### src/serial_line_editor_assert.svh
// assertion helpers for the serial line editor
// all of them sample on clock and are held off while reset is high
`ifndef SERIAL_LINE_EDITOR_ASSERT_SVH
`define SERIAL_LINE_EDITOR_ASSERT_SVH

// same-cycle implication
`define SLE_ASSERT_NOW(label, ante, cons, msg) \
   label: assert property (@(posedge clock) disable iff (reset) (ante) |-> (cons)) \
      else $error(msg);

// next-cycle implication
`define SLE_ASSERT_NEXT(label, ante, cons, msg) \
   label: assert property (@(posedge clock) disable iff (reset) (ante) |=> (cons)) \
      else $error(msg);

`endif

### src/sle_pkg.sv
package sle_pkg;

   localparam int LINE_CAPACITY = 128;
   localparam int ADDR_W        = $clog2(LINE_CAPACITY);
   localparam int LEN_W         = $clog2(LINE_CAPACITY + 1);

   localparam int PREFIX_LEN    = 9;
   localparam int CMD_LEN       = 9;
   localparam int MSG_MAX       = PREFIX_LEN + LINE_CAPACITY + 1;
   localparam int POS_W         = $clog2(MSG_MAX + 1);
   localparam int CHUNK_BYTES   = 8;

   localparam int QUEUE_DEPTH   = 2;
   localparam int QPTR_W        = $clog2(QUEUE_DEPTH);
   localparam int QCNT_W        = $clog2(QUEUE_DEPTH + 1);

   localparam logic [7:0] CHAR_BS        = 8'd8;
   localparam logic [7:0] CHAR_LF        = 8'd10;
   localparam logic [7:0] CHAR_CR        = 8'd13;
   localparam logic [7:0] CHAR_DEL       = 8'd127;
   localparam logic [7:0] CHAR_PRINT_MIN = 8'd32;

   localparam logic [1:0] KIND_ECHO = 2'd0;
   localparam logic [1:0] KIND_MSG  = 2'd1;
   localparam logic [1:0] KIND_CMD  = 2'd2;

   typedef enum logic [1:0] {
      OP_PUT,
      OP_ERASE,
      OP_EOL
   } op_type;

   typedef struct packed {
      op_type     op;
      logic [7:0] data;
   } item_type;

   typedef struct packed {
      logic full;
      logic empty;
   } queue_status_type;

   // "[serial] "
   function automatic logic [7:0] prefix_char(input logic [3:0] idx);
      logic [7:0] c;
      unique case (idx)
         4'd0: c = 8'h5B;
         4'd1: c = 8'h73;
         4'd2: c = 8'h65;
         4'd3: c = 8'h72;
         4'd4: c = 8'h69;
         4'd5: c = 8'h61;
         4'd6: c = 8'h6C;
         4'd7: c = 8'h5D;
         4'd8: c = 8'h20;
         default: c = 8'h00;
      endcase
      return c;
   endfunction

   // "/deadlock"
   function automatic logic [7:0] cmd_char(input logic [3:0] idx);
      logic [7:0] c;
      unique case (idx)
         4'd0: c = 8'h2F;
         4'd1: c = 8'h64;
         4'd2: c = 8'h65;
         4'd3: c = 8'h61;
         4'd4: c = 8'h64;
         4'd5: c = 8'h6C;
         4'd6: c = 8'h6F;
         4'd7: c = 8'h63;
         4'd8: c = 8'h6B;
         default: c = 8'h00;
      endcase
      return c;
   endfunction

endpackage

### src/serial_line_editor.sv
// channel   dir   handshake               payload
// req       in    req_valid / req_stall   req_rx_byte
// rsp       out   rsp_valid / rsp_stall   rsp_out_bytes, rsp_out_count, rsp_out_kind,
//                                         rsp_out_last
//
// a printable byte or an erase goes through front, queue and back
// end of line: echo, then the message in chunks of up to eight bytes, gathered through the
// single read port of the line ram (one byte a cycle while gathering, plus load and hand-off)
// a full line holds 128 bytes; "/deadlock" adds a check of the line before any result
// reset is synchronous, active high; line ram needs no clearing pass
// rsp_stall holds the output register; the front keeps taking items until the queue is full
`include "serial_line_editor_assert.svh"

module serial_line_editor (
   input  logic        clock,
   input  logic        reset,
   input  logic        req_valid,
   output logic        req_stall,
   input  logic [7:0]  req_rx_byte,
   output logic        rsp_valid,
   input  logic        rsp_stall,
   output logic [63:0] rsp_out_bytes,
   output logic [3:0]  rsp_out_count,
   output logic [1:0]  rsp_out_kind,
   output logic        rsp_out_last
);
   import sle_pkg::*;

   // front to queue
   logic             q_push;
   item_type         q_item;
   // queue to back
   logic             q_pop;
   item_type         pop_item;
   queue_status_type q_status;

   // front: takes bytes, drops plain control codes, tags put / erase / end of line
   sle_front u_front (
      .clock       (clock),
      .reset       (reset),
      .req_valid   (req_valid),
      .req_stall   (req_stall),
      .req_rx_byte (req_rx_byte),
      .q_status    (q_status),
      .q_push      (q_push),
      .q_item      (q_item)
   );

   // short queue so the front does not wait on a stalled result until the queue is full
   sle_queue u_queue (
      .clock     (clock),
      .reset     (reset),
      .push      (q_push),
      .push_item (q_item),
      .pop       (q_pop),
      .pop_item  (pop_item),
      .status    (q_status)
   );

   // back: owns the line store, the length and the result register
   sle_back u_back (
      .clock         (clock),
      .reset         (reset),
      .q_status      (q_status),
      .pop_item      (pop_item),
      .pop           (q_pop),
      .rsp_valid     (rsp_valid),
      .rsp_stall     (rsp_stall),
      .rsp_out_bytes (rsp_out_bytes),
      .rsp_out_count (rsp_out_count),
      .rsp_out_kind  (rsp_out_kind),
      .rsp_out_last  (rsp_out_last)
   );

   // front only pushes into a queue with room
   `SLE_ASSERT_NOW(a_push_room, q_push, !q_status.full, "push into full queue")
   // back only pops a queue that holds an item
   `SLE_ASSERT_NOW(a_pop_item, q_pop, !q_status.empty, "pop from empty queue")
   // the command result carries no bytes and closes its item
   `SLE_ASSERT_NOW(a_cmd_shape, rsp_valid && rsp_out_kind == KIND_CMD,
      rsp_out_count == 4'd0 && rsp_out_last, "bad command result")
   // an end of line shows its CR LF echo right after it leaves the queue
   `SLE_ASSERT_NEXT(a_eol_echo, q_pop && pop_item.op == OP_EOL,
      rsp_valid && rsp_out_kind == KIND_ECHO && rsp_out_count == 4'd2, "missing line echo")

endmodule

### src/sle_ram.sv
module sle_ram #(
   parameter int WIDTH = 8,
   parameter int DEPTH = 128
) (
   input  logic                     clock,
   input  logic                     wr_en,
   input  logic [$clog2(DEPTH)-1:0] wr_addr,
   input  logic [WIDTH-1:0]         wr_data,
   input  logic [$clog2(DEPTH)-1:0] rd_addr,
   output logic [WIDTH-1:0]         rd_data
);

   logic [WIDTH-1:0] mem_ff [DEPTH];
   logic [WIDTH-1:0] rd_data_ff;

   always_ff @(posedge clock) begin
      if (wr_en) begin
         mem_ff[wr_addr] <= wr_data;
      end
      rd_data_ff <= mem_ff[rd_addr];
   end

   assign rd_data = rd_data_ff;

endmodule

### src/sle_front.sv
module sle_front (
   input  logic                      clock,
   input  logic                      reset,
   input  logic                      req_valid,
   output logic                      req_stall,
   input  logic [7:0]                req_rx_byte,
   input  sle_pkg::queue_status_type q_status,
   output logic                      q_push,
   output sle_pkg::item_type         q_item
);
   import sle_pkg::*;

   logic     valid_ff, valid_in;
   item_type item_ff, item_in;
   item_type cls_item;
   logic     cls_keep;
   logic     take;

   // classify; erase codes before the printable test since DEL is above the printable floor
   always_comb begin
      cls_item.data = req_rx_byte;
      cls_item.op   = OP_PUT;
      cls_keep      = 1'b1;
      priority if (req_rx_byte == CHAR_LF || req_rx_byte == CHAR_CR) begin
         cls_item.op = OP_EOL;
      end else if (req_rx_byte == CHAR_BS || req_rx_byte == CHAR_DEL) begin
         cls_item.op = OP_ERASE;
      end else if (req_rx_byte >= CHAR_PRINT_MIN) begin
         cls_item.op = OP_PUT;
      end else begin
         cls_keep = 1'b0;
      end
   end

   assign q_push    = valid_ff && !q_status.full;
   assign take      = !valid_ff || q_push;
   assign req_stall = !take;
   assign q_item    = item_ff;

   always_comb begin
      valid_in = valid_ff;
      item_in  = item_ff;
      if (take) begin
         valid_in = req_valid && cls_keep;
         item_in  = cls_item;
      end
   end

   always_ff @(posedge clock) begin
      if (reset) begin
         valid_ff <= 1'b0;
      end else begin
         valid_ff <= valid_in;
      end
      item_ff <= item_in;
   end

endmodule

### src/sle_queue.sv
module sle_queue (
   input  logic                      clock,
   input  logic                      reset,
   input  logic                      push,
   input  sle_pkg::item_type         push_item,
   input  logic                      pop,
   output sle_pkg::item_type         pop_item,
   output sle_pkg::queue_status_type status
);
   import sle_pkg::*;

   item_type          mem_ff [QUEUE_DEPTH];
   logic [QPTR_W-1:0] wr_ptr_ff, rd_ptr_ff;
   logic [QCNT_W-1:0] cnt_ff;

   assign pop_item     = mem_ff[rd_ptr_ff];
   assign status.empty = (cnt_ff == '0);
   assign status.full  = (cnt_ff == QCNT_W'(QUEUE_DEPTH));

   always_ff @(posedge clock) begin
      if (reset) begin
         wr_ptr_ff <= '0;
         rd_ptr_ff <= '0;
         cnt_ff    <= '0;
      end else begin
         if (push) begin
            wr_ptr_ff <= wr_ptr_ff + QPTR_W'(1);
         end
         if (pop) begin
            rd_ptr_ff <= rd_ptr_ff + QPTR_W'(1);
         end
         if (push && !pop) begin
            cnt_ff <= cnt_ff + QCNT_W'(1);
         end else if (pop && !push) begin
            cnt_ff <= cnt_ff - QCNT_W'(1);
         end
      end
   end

   always_ff @(posedge clock) begin
      if (push) begin
         mem_ff[wr_ptr_ff] <= push_item;
      end
   end

endmodule

### src/sle_back.sv
module sle_back (
   input  logic                      clock,
   input  logic                      reset,
   input  sle_pkg::queue_status_type q_status,
   input  sle_pkg::item_type         pop_item,
   output logic                      pop,
   output logic                      rsp_valid,
   input  logic                      rsp_stall,
   output logic [63:0]               rsp_out_bytes,
   output logic [3:0]                rsp_out_count,
   output logic [1:0]                rsp_out_kind,
   output logic                      rsp_out_last
);
   import sle_pkg::*;

   typedef enum logic [2:0] {
      ST_IDLE,
      ST_CHECK,
      ST_CMD,
      ST_GATHER,
      ST_CHUNK
   } state_type;

   state_type        state_ff, state_in;
   logic [LEN_W-1:0] len_ff, len_in;
   logic [POS_W-1:0] total_ff, total_in;
   logic [POS_W-1:0] pos_ff, pos_in;
   logic [3:0]       ik_ff, ik_in;
   logic [3:0]       chunk_n_ff, chunk_n_in;
   logic             a_valid_ff, a_valid_in;
   logic [POS_W-1:0] a_pos_ff, a_pos_in;
   logic [2:0]       a_k_ff, a_k_in;
   logic [63:0]      word_ff, word_in;
   logic             mism_ff, mism_in;

   logic             rsp_valid_ff, rsp_valid_in;
   logic [63:0]      rsp_bytes_ff, rsp_bytes_in;
   logic [3:0]       rsp_count_ff, rsp_count_in;
   logic [1:0]       rsp_kind_ff, rsp_kind_in;
   logic             rsp_last_ff, rsp_last_in;

   logic              out_free;
   logic              wr_en;
   logic [ADDR_W-1:0] rd_addr;
   logic [7:0]        ram_q;
   logic [POS_W-1:0]  rel_pos;
   logic [POS_W-1:0]  rem;
   logic [3:0]        next_n;
   logic [2:0]        last_lane;
   logic [7:0]        msg_byte;
   logic [7:0]        cmd_byte;
   logic              mism_now;
   logic              len_has_room;

   assign out_free     = !rsp_valid_ff || !rsp_stall;
   assign pop          = (state_ff == ST_IDLE) && !q_status.empty && out_free;
   assign len_has_room = (len_ff < LEN_W'(LINE_CAPACITY));
   assign wr_en        = pop && (pop_item.op == OP_PUT) && len_has_room;
   assign rd_addr      = ADDR_W'(pos_ff - POS_W'(PREFIX_LEN));

   sle_ram #(
      .WIDTH (8),
      .DEPTH (LINE_CAPACITY)
   ) u_line_ram (
      .clock   (clock),
      .wr_en   (wr_en),
      .wr_addr (len_ff[ADDR_W-1:0]),
      .wr_data (pop_item.data),
      .rd_addr (rd_addr),
      .rd_data (ram_q)
   );

   // byte at the collect stage
   assign rel_pos   = a_pos_ff - POS_W'(PREFIX_LEN);
   assign cmd_byte  = cmd_char(rel_pos[3:0]);
   assign mism_now  = mism_ff || (ram_q != cmd_byte);
   assign rem       = total_ff - pos_ff;
   assign next_n    = (rem >= POS_W'(CHUNK_BYTES)) ? 4'(CHUNK_BYTES) : rem[3:0];
   assign last_lane = 3'(chunk_n_ff - 4'd1);

   always_comb begin
      if (a_pos_ff < POS_W'(PREFIX_LEN)) begin
         msg_byte = prefix_char(a_pos_ff[3:0]);
      end else if (a_pos_ff < POS_W'(PREFIX_LEN) + POS_W'(len_ff)) begin
         msg_byte = ram_q;
      end else begin
         msg_byte = CHAR_LF;
      end
   end

   always_comb begin
      state_in     = state_ff;
      len_in       = len_ff;
      total_in     = total_ff;
      pos_in       = pos_ff;
      ik_in        = ik_ff;
      chunk_n_in   = chunk_n_ff;
      a_valid_in   = 1'b0;
      a_pos_in     = a_pos_ff;
      a_k_in       = a_k_ff;
      word_in      = word_ff;
      mism_in      = mism_ff;
      rsp_valid_in = rsp_valid_ff && rsp_stall;
      rsp_bytes_in = rsp_bytes_ff;
      rsp_count_in = rsp_count_ff;
      rsp_kind_in  = rsp_kind_ff;
      rsp_last_in  = rsp_last_ff;

      unique case (state_ff)
         ST_IDLE: begin
            if (pop) begin
               unique case (pop_item.op)
                  OP_PUT: begin
                     if (len_has_room) begin
                        len_in       = len_ff + LEN_W'(1);
                        rsp_valid_in = 1'b1;
                        rsp_bytes_in = {56'd0, pop_item.data};
                        rsp_count_in = 4'd1;
                        rsp_kind_in  = KIND_ECHO;
                        rsp_last_in  = 1'b1;
                     end
                  end
                  OP_ERASE: begin
                     if (len_ff != '0) begin
                        len_in = len_ff - LEN_W'(1);
                     end
                  end
                  OP_EOL: begin
                     rsp_valid_in = 1'b1;
                     rsp_bytes_in = {48'd0, CHAR_LF, CHAR_CR};
                     rsp_count_in = 4'd2;
                     rsp_kind_in  = KIND_ECHO;
                     rsp_last_in  = (len_ff == '0);
                     total_in     = POS_W'(len_ff) + POS_W'(PREFIX_LEN + 1);
                     if (len_ff == LEN_W'(CMD_LEN)) begin
                        state_in = ST_CHECK;
                        pos_in   = POS_W'(PREFIX_LEN);
                        mism_in  = 1'b0;
                     end else if (len_ff != '0) begin
                        state_in   = ST_GATHER;
                        pos_in     = '0;
                        ik_in      = '0;
                        chunk_n_in = 4'(CHUNK_BYTES);
                        word_in    = '0;
                     end
                  end
                  default: begin
                  end
               endcase
            end
         end

         ST_CHECK: begin
            if (pos_ff != POS_W'(PREFIX_LEN + CMD_LEN)) begin
               pos_in     = pos_ff + POS_W'(1);
               a_valid_in = 1'b1;
               a_pos_in   = pos_ff;
            end
            if (a_valid_ff) begin
               mism_in = mism_now;
               if (a_pos_ff == POS_W'(PREFIX_LEN + CMD_LEN - 1)) begin
                  if (!mism_now) begin
                     state_in = ST_CMD;
                  end else begin
                     state_in   = ST_GATHER;
                     pos_in     = '0;
                     ik_in      = '0;
                     chunk_n_in = 4'(CHUNK_BYTES);
                     word_in    = '0;
                  end
               end
            end
         end

         ST_CMD: begin
            if (out_free) begin
               rsp_valid_in = 1'b1;
               rsp_bytes_in = '0;
               rsp_count_in = 4'd0;
               rsp_kind_in  = KIND_CMD;
               rsp_last_in  = 1'b1;
               len_in       = '0;
               state_in     = ST_IDLE;
            end
         end

         ST_GATHER: begin
            if (ik_ff != chunk_n_ff) begin
               pos_in     = pos_ff + POS_W'(1);
               ik_in      = ik_ff + 4'd1;
               a_valid_in = 1'b1;
               a_pos_in   = pos_ff;
               a_k_in     = ik_ff[2:0];
            end
            if (a_valid_ff) begin
               word_in[{a_k_ff, 3'b000} +: 8] = msg_byte;
               if (a_k_ff == last_lane) begin
                  state_in = ST_CHUNK;
               end
            end
         end

         ST_CHUNK: begin
            if (out_free) begin
               rsp_valid_in = 1'b1;
               rsp_bytes_in = word_ff;
               rsp_count_in = chunk_n_ff;
               rsp_kind_in  = KIND_MSG;
               rsp_last_in  = (pos_ff == total_ff);
               if (pos_ff == total_ff) begin
                  len_in   = '0;
                  state_in = ST_IDLE;
               end else begin
                  chunk_n_in = next_n;
                  ik_in      = '0;
                  word_in    = '0;
                  state_in   = ST_GATHER;
               end
            end
         end

         default: begin
            state_in = ST_IDLE;
         end
      endcase
   end

   always_ff @(posedge clock) begin
      if (reset) begin
         state_ff     <= ST_IDLE;
         len_ff       <= '0;
         a_valid_ff   <= 1'b0;
         rsp_valid_ff <= 1'b0;
      end else begin
         state_ff     <= state_in;
         len_ff       <= len_in;
         a_valid_ff   <= a_valid_in;
         rsp_valid_ff <= rsp_valid_in;
      end
      total_ff     <= total_in;
      pos_ff       <= pos_in;
      ik_ff        <= ik_in;
      chunk_n_ff   <= chunk_n_in;
      a_pos_ff     <= a_pos_in;
      a_k_ff       <= a_k_in;
      word_ff      <= word_in;
      mism_ff      <= mism_in;
      rsp_bytes_ff <= rsp_bytes_in;
      rsp_count_ff <= rsp_count_in;
      rsp_kind_ff  <= rsp_kind_in;
      rsp_last_ff  <= rsp_last_in;
   end

   assign rsp_valid     = rsp_valid_ff;
   assign rsp_out_bytes = rsp_bytes_ff;
   assign rsp_out_count = rsp_count_ff;
   assign rsp_out_kind  = rsp_kind_ff;
   assign rsp_out_last  = rsp_last_ff;

endmodule
### config.mk
export PLATFORM = sky130hd
export DESIGN_NAME = serial_line_editor
export DESIGN_NICKNAME = d
export VERILOG_FILES = /design/src/sle_pkg.sv /design/src/serial_line_editor.sv /design/src/sle_ram.sv /design/src/sle_front.sv /design/src/sle_queue.sv /design/src/sle_back.sv
export VERILOG_INCLUDE_DIRS = /design/src /design/src/src
export SDC_FILE = /design/constraint.sdc
export NUM_CORES = 1
export LEC_CHECK = 0
export BUFFER_PORTS_ARGS = -buffer_cell sky130_fd_sc_hd__buf_2
export CORE_ASPECT_RATIO = 0.75
export CORE_UTILIZATION = 40
export CTS_CLUSTER_DIAMETER = 100
export DETAILED_ROUTE_END_ITERATION = 6
export GPL_ROUTABILITY_DRIVEN = 0
export PLACE_DENSITY = 0.51
export SETUP_SLACK_MARGIN = 0.4
export SLEW_MARGIN = 15
export SYNTH_ARGS = -nofsm -noshare
export SYNTH_HDL_FRONTEND = slang
export SYNTH_HIERARCHICAL = 1
export SYNTH_SLANG_ARGS = --single-unit
### constraint.sdc
create_clock -name clock -period 18.5 [get_ports clock]
set_input_delay 2.775 -clock clock [delete_from_list [all_inputs] [get_ports clock]]
set_output_delay 2.775 -clock clock [all_outputs]
set_load 0.02 [all_outputs]
==> out/qor.txt, run 1 <==
non-filler cells in the finished layout: 4,432
cell mode on critical path: mux4_2
WS Path Type: reg2reg
Pwr Density: 178 nW/µm²
H-tree depth: 3
post-synth net total: 2,618
crit end category: flop
status: finished with violations
CTS buffer count: 119
Core Box Area: 125,000 µm²
layout cells sized above 1: 0.252
Worst-Margin Slew: 1.20 ns
dpl hpwl: 84.1 mm
clock sink count: 1,259
Initial Util: 0.406
WP data required: 19.10 ns
Area Overhead vs Synth: 12.5%
Clock Path Buffers: 3
initial DRC count: 2,972
vias in the first global route: 25,658
CTS tree: yes
DRC Markers: 2
initial antenna violation count: 9
Die Ht: 311 µm
Routed Antenna Nets: 0
Synth Flop Type: edfxtp_1
drt first pass iters: 7
Arrival @ worst endpoint: 6.43 ns
clock root buffer: clkbuf_16
vias per std cell: 5.87
Row Count: 112
multi-input combinational cell area: 12,800 µm²
family with the most delay on the worst path: buffers and inverters
ys async rst share: 0
Post-CTS Setup Inserts: 0
CP max FO: 185
top cells by area, synth: edfxtp_1 72%, mux4_2 15%, nor2_1 1.8%
Post-CTS Hold Fix Bufs: 0
Cell variety after synth: 81
chip width: 413 µm
crit-path cells: inv_8, ha_1, xor2_4, buf_12, buf_4, mux4_2, mux4_2, mux4_2, mux2_2
Slew Limit Fails: 0
Worst-path clk slew: 0.07 ns
IO Port Bufs: 84
maximum VDD drop: 0.305 mV
Cells after DPL: 4,214
Max-slew headroom: 0.197
largest net degree at the start of global routing: 186
Leakage: 18.1 nW
Max Clock Skew: 0.0282 ns
RSZ-0062 raised after global routing: no
cell type with the largest total area after synthesis: edfxtp_1
FMAX: 171 MHz
grt ovf: 0
first-pass GRT wire length: 194 mm
Syn Area/Cell: 19.8 µm²
Final Hold Viols: 0
WP buf/inv: 3
Post-Syn Instances: 2,568
# IOs: 85
synth warn: 6
Nets: 2,732
# setup viols final: 0
Clk Latency, worst-skew pair: 0.73 ns
register area: 37,500 µm²
crit-path max cell delay: 0.98 ns
Mapped Area: 50,800 µm²
vias: 26,011
Tot GR Track Use: 0.211
crit path max-delay cell type: buf_4
Yosys top cell area share: 0.725
Min-Delay Path Class: reg2reg
routed len/inst: 30.4 µm
violated checks: DRC
number of synthesized flops with an enable pin: 1,225
Max-Cap Viols: 0
final WL: 135 mm
commonest non-fill, non-tap cell in the layout: edfxtp_1
crit path launch type: flop
Fillers: 10,393
Fin Setup TNS: 0 ns
min cycle time layout: 5.84 ns
synthesized flop and latch total: 1,259
Seq/Total Area, Yosys: 0.738
post_cts resized: 0
fin crit share: 0.315
die area: 128,000 µm²
commonest cells after routing, fill and taps aside: 1,225 x edfxtp_1, 336 x mux4_2, 242 x nor2_1, 121 x clkbuf_16, 84 x buf_2
==> worst reg2reg max path, cell delays in order, from the launching register on <==
cell and delay (ns):
edfxtp_1 0.58, inv_8 0.70, ha_1 0.44, xor2_4 0.18, buf_12 0.77, buf_4 1.18
mux4_2 0.46, mux4_2 0.57, mux4_2 0.54, mux2_2 0.30
==> cell families after synthesis <==
| group | Yosys count | synth area share |
|---|---|---|
| fa+ha+maj | 38 | 0.00966 |
| flops | 1259 | 0.738 |
| buf+inv | 175 | 0.0145 |
| mux | 376 | 0.157 |
| xor+xnor | 52 | 0.00897 |
| simple gates | 489 | 0.0456 |
| compound gates | 179 | 0.0258 |
==> flip-flops by register name, indices dropped and copies added (netlist names), 3 cells and up, named ones only <==
name / flops
u_back/a_k_ff: 3
u_back/a_pos_ff: 8
u_back/chunk_n_ff: 4
u_back/ik_ff: 4
u_back/len_ff: 8
u_back/pos_ff: 8
u_back/rsp_out_bytes: 64
u_back/rsp_out_count: 4
u_back/state_ff: 3
u_back/total_ff: 8
u_back/u_line_ram/mem_ff: 1024
u_back/u_line_ram/rd_data: 8
u_back/word_ff: 64
u_front/q_item: 10
u_queue/mem_ff: 20
==> worst paths after layout <==
path / startpoint / slack, ns / cells after the start / endpoint
setup / recovery: u_back/pos_ff[0] / 12.66 / 9 / u_back/u_line_ram/rd_data[1]
hold / removal: u_front/q_item[3] / 0.45 / 0 / u_queue/mem_ff[0][3]
setup reg to reg: u_back/pos_ff[0] / 12.66 / 9 / u_back/u_line_ram/rd_data[1]
hold reg to reg: u_front/q_item[3] / 0.45 / 0 / u_queue/mem_ff[0][3]
==> power breakdown <==
part | switching, mW | internal (mW)
Combinational | 2.34 | 1.63
Sequential | 0.171 | 3.55
Clock | 1.06 | 1.40
Total | 3.57 | 6.58
==> final cells by class <==
cell class              count  area share
multi-input cells        1134       0.223
well taps                1653      0.0362
repair buffers            129      0.0135
clock buffers             135      0.0539
diodes                      1   0.0000438
inverters                  39     0.00274
flip-flops and latches   1259       0.656
clock inverters            82      0.0141
==> cell usage after synthesis (21+ instances only) <==
cell type     n
edfxtp_1   1225
inv_1        38
nand3_1      32
a21oi_1      36
dfxtp_1      34
mux2i_1      21
nor3_1       31
o21ai_0      23
xnor2_1      39
mux4_2      336
nand2_1      45
nor2_1      243
clkbuf_1     82
ha_1         36
a211oi_1     45
and3_1       57
buf_2        23
==> stage by stage <==
stage | instance area [µm²] | hold slack (ns) | worst slack [ns] | util | power, mW
2_1_floorplan | 50800 | 0.421 | 9.71 | - | 6.31
3_3_place_gp | 53200 | 0.428 | 12.07 | 0.425 | 7.73
3_5_place_dp | 53200 | 0.440 | 12.07 | 0.425 | 7.77
4_1_cts | 57100 | 0.453 | 12.63 | 0.456 | 10.2
5_1_grt | 57100 | 0.459 | 12.39 | 0.456 | 10.6
6_report | 57100 | 0.446 | 12.66 | 0.456 | 10.2
==> routing by layer <==
| metal | vias up | part of all wire | global-route usage |
|---|---|---|---|
| li1 | 10743 | - | - |
| met1 | 13932 | 0.47 | 0.336 |
| met2 | 1185 | 0.43 | 0.298 |
| met3 | 149 | 0.083 | 0.0452 |
| met4 | 2 | 0.015 | 0.0354 |
| met5 | - | 0.00010 | 0 |
Note: power is estimated with default switching activity, not from simulation.
==> run 2: changes to the inputs <==
--- a/config.mk
+++ b/config.mk
@@ -6,6 +6,7 @@
 export SDC_FILE = /design/constraint.sdc
 export NUM_CORES = 1
 export LEC_CHECK = 0
+export ABC_AREA = 1
 export BUFFER_PORTS_ARGS = -buffer_cell sky130_fd_sc_hd__buf_2
 export CORE_ASPECT_RATIO = 0.75
 export CORE_UTILIZATION = 40
==> constraint.sdc (replaced) <==
create_clock -name clock -period 5.8 [get_ports clock]
set_input_delay 0.87 -clock clock [delete_from_list [all_inputs] [get_ports clock]]
set_output_delay 0.87 -clock clock [all_outputs]
set_load 0.02 [all_outputs]
==> run 2 against run 1 <==
Net effect:
- the flow still finishes with violations (DRC)
- synthesized cell count rose by 84%
- first-iteration DRC count rose by 34%
- via count rose by 38%
- critical path type unchanged
==> out/qor.txt, run 2 <==
Arrival @ worst endpoint: 4.75 ns
Routed Antenna Nets: 0
crit-path cells: inv_8, ha_1, inv_8, inv_8, buf_12, nand3_1, nand3_1, nand3_1, nand2_1, nand2_1, nand3_1, nand2_1, nand2_1, nand2_1
max FFs per register: 1,024
fin crit share: 0.705
number of synthesized flops with an enable pin: 1,225
r2r setup slk: 1.71 ns
Worst-Margin Slew: 1.23 ns
Pwr Density: 467 nW/µm²
final WL: 154 mm
commonest cells after routing, fill and taps aside: 1,364 x nand2_1, 1,225 x edfxtp_1, 1,021 x nand3_1, 262 x nor2_1, 213 x inv_1
Initial Util: 0.406
Fillers: 12,345
Seq/Total Area, Yosys: 0.701
Max Clock Skew: 0.0262 ns
RR Startpoint: u_back/pos_ff[0]
FMAX: 244 MHz
Area Overhead vs Synth: 11.9%
# setup viols final: 0
RSZ-0062 raised after global routing: no
Mapped Area: 53,500 µm²
Min-Delay Path Class: in2reg
vias per std cell: 5.44
WP buf/inv: 4
Syn Area/Cell: 11.3 µm²
crit end category: flop
ys async rst share: 0
first-pass GRT wire length: 228 mm
maximum VDD drop: 0.356 mV
Row Count: 115
reg2reg end: u_back/u_line_ram/rd_data[4]
layout cells sized above 1: 0.0860
chip width: 424 µm
CP Depth: 14
top cells by area, synth: edfxtp_1 69%, nand2_1 9.6%, nand3_1 9.6%
Yosys top cell area share: 0.688
WS Path Type: reg2reg
cell mode on critical path: nand2_1
Final Hold Viols: 0
IO Port Bufs: 84
die area: 135,000 µm²
vias: 35,980
Fin Setup TNS: 0 ns
Cell variety after synth: 50
cell type with the largest total area after synthesis: edfxtp_1
most frequent cells after synthesis: 1,368 x nand2_1, 1,225 x edfxtp_1, 1,021 x nand3_1, 263 x nor2_1, 216 x inv_1
clock root buffer: clkbuf_16
min cycle time layout: 4.09 ns
post_cts resized: 0
Max-slew headroom: 0.178
status: finished with violations
# IOs: 85
grt ovf: 0
largest net degree at the start of global routing: 226
Worst-path clk slew: 0.06 ns
CP endpoint: u_back/u_line_ram/rd_data[4]
metal2 WL: 63.1 mm
Post-CTS Setup Inserts: 0
Die Ht: 319 µm
Largest Register: u_back/u_line_ram/mem_ff
CP max FO: 113
Clock Path Buffers: 3
Slew Limit Fails: 0
dpl hpwl: 90.6 mm
commonest non-fill, non-tap cell in the layout: nand2_1
vias in the first global route: 34,073
Crit. Startpoint: u_back/pos_ff[0]
crit path launch type: flop
CTS tree: yes
routed len/inst: 23.3 µm
DRC Markers: 2
Synth Flop Type: edfxtp_1
Tot GR Track Use: 0.226
crit-path max cell delay: 0.57 ns
Core Box Area: 132,000 µm²
crit path max-delay cell type: inv_8
Leakage: 22.0 nW
drt first pass iters: 7
Max-Cap Viols: 0
M1 WL: 74.9 mm
WP data required: 6.46 ns
Post-CTS Hold Fix Bufs: 0
top layer used by detailed routing: met4
Clk Latency, worst-skew pair: 0.77 ns
H-tree depth: 4
initial DRC count: 3,980
CTS buffer count: 132
family with the most delay on the worst path: buffers and inverters
synth warn: 6
Nets: 4,817
clock sink count: 1,259
post-synth net total: 4,772
Final Power: 28.0 mW
initial antenna violation count: 4
synthesized flop and latch total: 1,259
most common cell in the netlist: nand2_1
post-route core utilization: 0.454
depth of the worst register-to-register path: 14
violated checks: DRC
Post-Syn Instances: 4,722
metal3 WL: 12.7 mm
==> run 2: cell count changes in the layout (fill, tap and decap cells not counted), moves of 22 or more <==
| cell | change |
|---|---|
| a211oi_1 | -41 |
| and3_1 | -57 |
| buf_4 | +35 |
| inv_1 | +177 |
| mux4_2 | -336 |
| nand2_1 | +1321 |
| nand3_1 | +993 |
| o211ai_1 | +39 |
| o21ai_0 | +22 |
| xnor2_1 | -25 |
==> run 2: final cells by class <==
class / instances / area (µm²) / share of cell area
multi-input cells: 2973 / 13900 / 0.232
repair buffers: 171 / 1170 / 0.0196
inverters: 230 / 906 / 0.0151
diodes: 1 / 2.50 / 0.0000418
clock inverters: 67 / 627 / 0.0105
clock buffers: 163 / 3560 / 0.0595
well taps: 1755 / 2200 / 0.0367
flip-flops and latches: 1259 / 37500 / 0.627
==> run 2: worst min-delay path by stage <==
stage	from	to	cells after the start
detailed placement	u_front/q_item[5]	u_queue/mem_ff[0][5]	0
floorplan	u_back/pos_ff[2]	u_back/a_pos_ff[2]	0
global route	req_rx_byte[4]	u_front/q_item[4]	1
global placement	u_front/q_item[1]	u_queue/mem_ff[0][1]	0
finish	req_rx_byte[4]	u_front/q_item[4]	1
CTS	req_rx_byte[4]	u_front/q_item[4]	1
==> run 2: logic make-up after synthesis <==
logic type	count (synthesis)	synth area share
buf+inv	490	0.0436
flops	1259	0.701
compound gates	166	0.0189
xor+xnor	38	0.00623
fa+ha+maj	38	0.00917
simple gates	2721	0.219
mux	10	0.00211
==> run 2: where the power goes <==
group,switching [mW],internal [mW],total [mW]
Clock,3.56,4.80,8.35
Combinational,6.09,1.92,8.01
Sequential,0.380,11.2,11.6
Total,10.0,17.9,28.0
==> run 2: per-layer routing <==
metal,up-vias,global-route usage
met4,0,0.0635
li1,16550,-
met3,189,0.0446
met1,17869,0.361
met2,1372,0.306
met5,-,0
==> run 2: through the flow <==
stage / cell area, µm² / std cells / setup WS, ns / hold slack, ns
2_1_floorplan: 53500 / 4722 / 0.989 / 0.421
3_3_place_gp: 55600 / 6388 / 1.82 / 0.427
3_5_place_dp: 55600 / 6388 / 1.78 / 0.430
4_1_cts: 59800 / 6618 / 1.77 / 0.275
5_1_grt: 59800 / 6618 / 1.46 / 0.316
6_report: 59800 / 6619 / 1.71 / 0.329
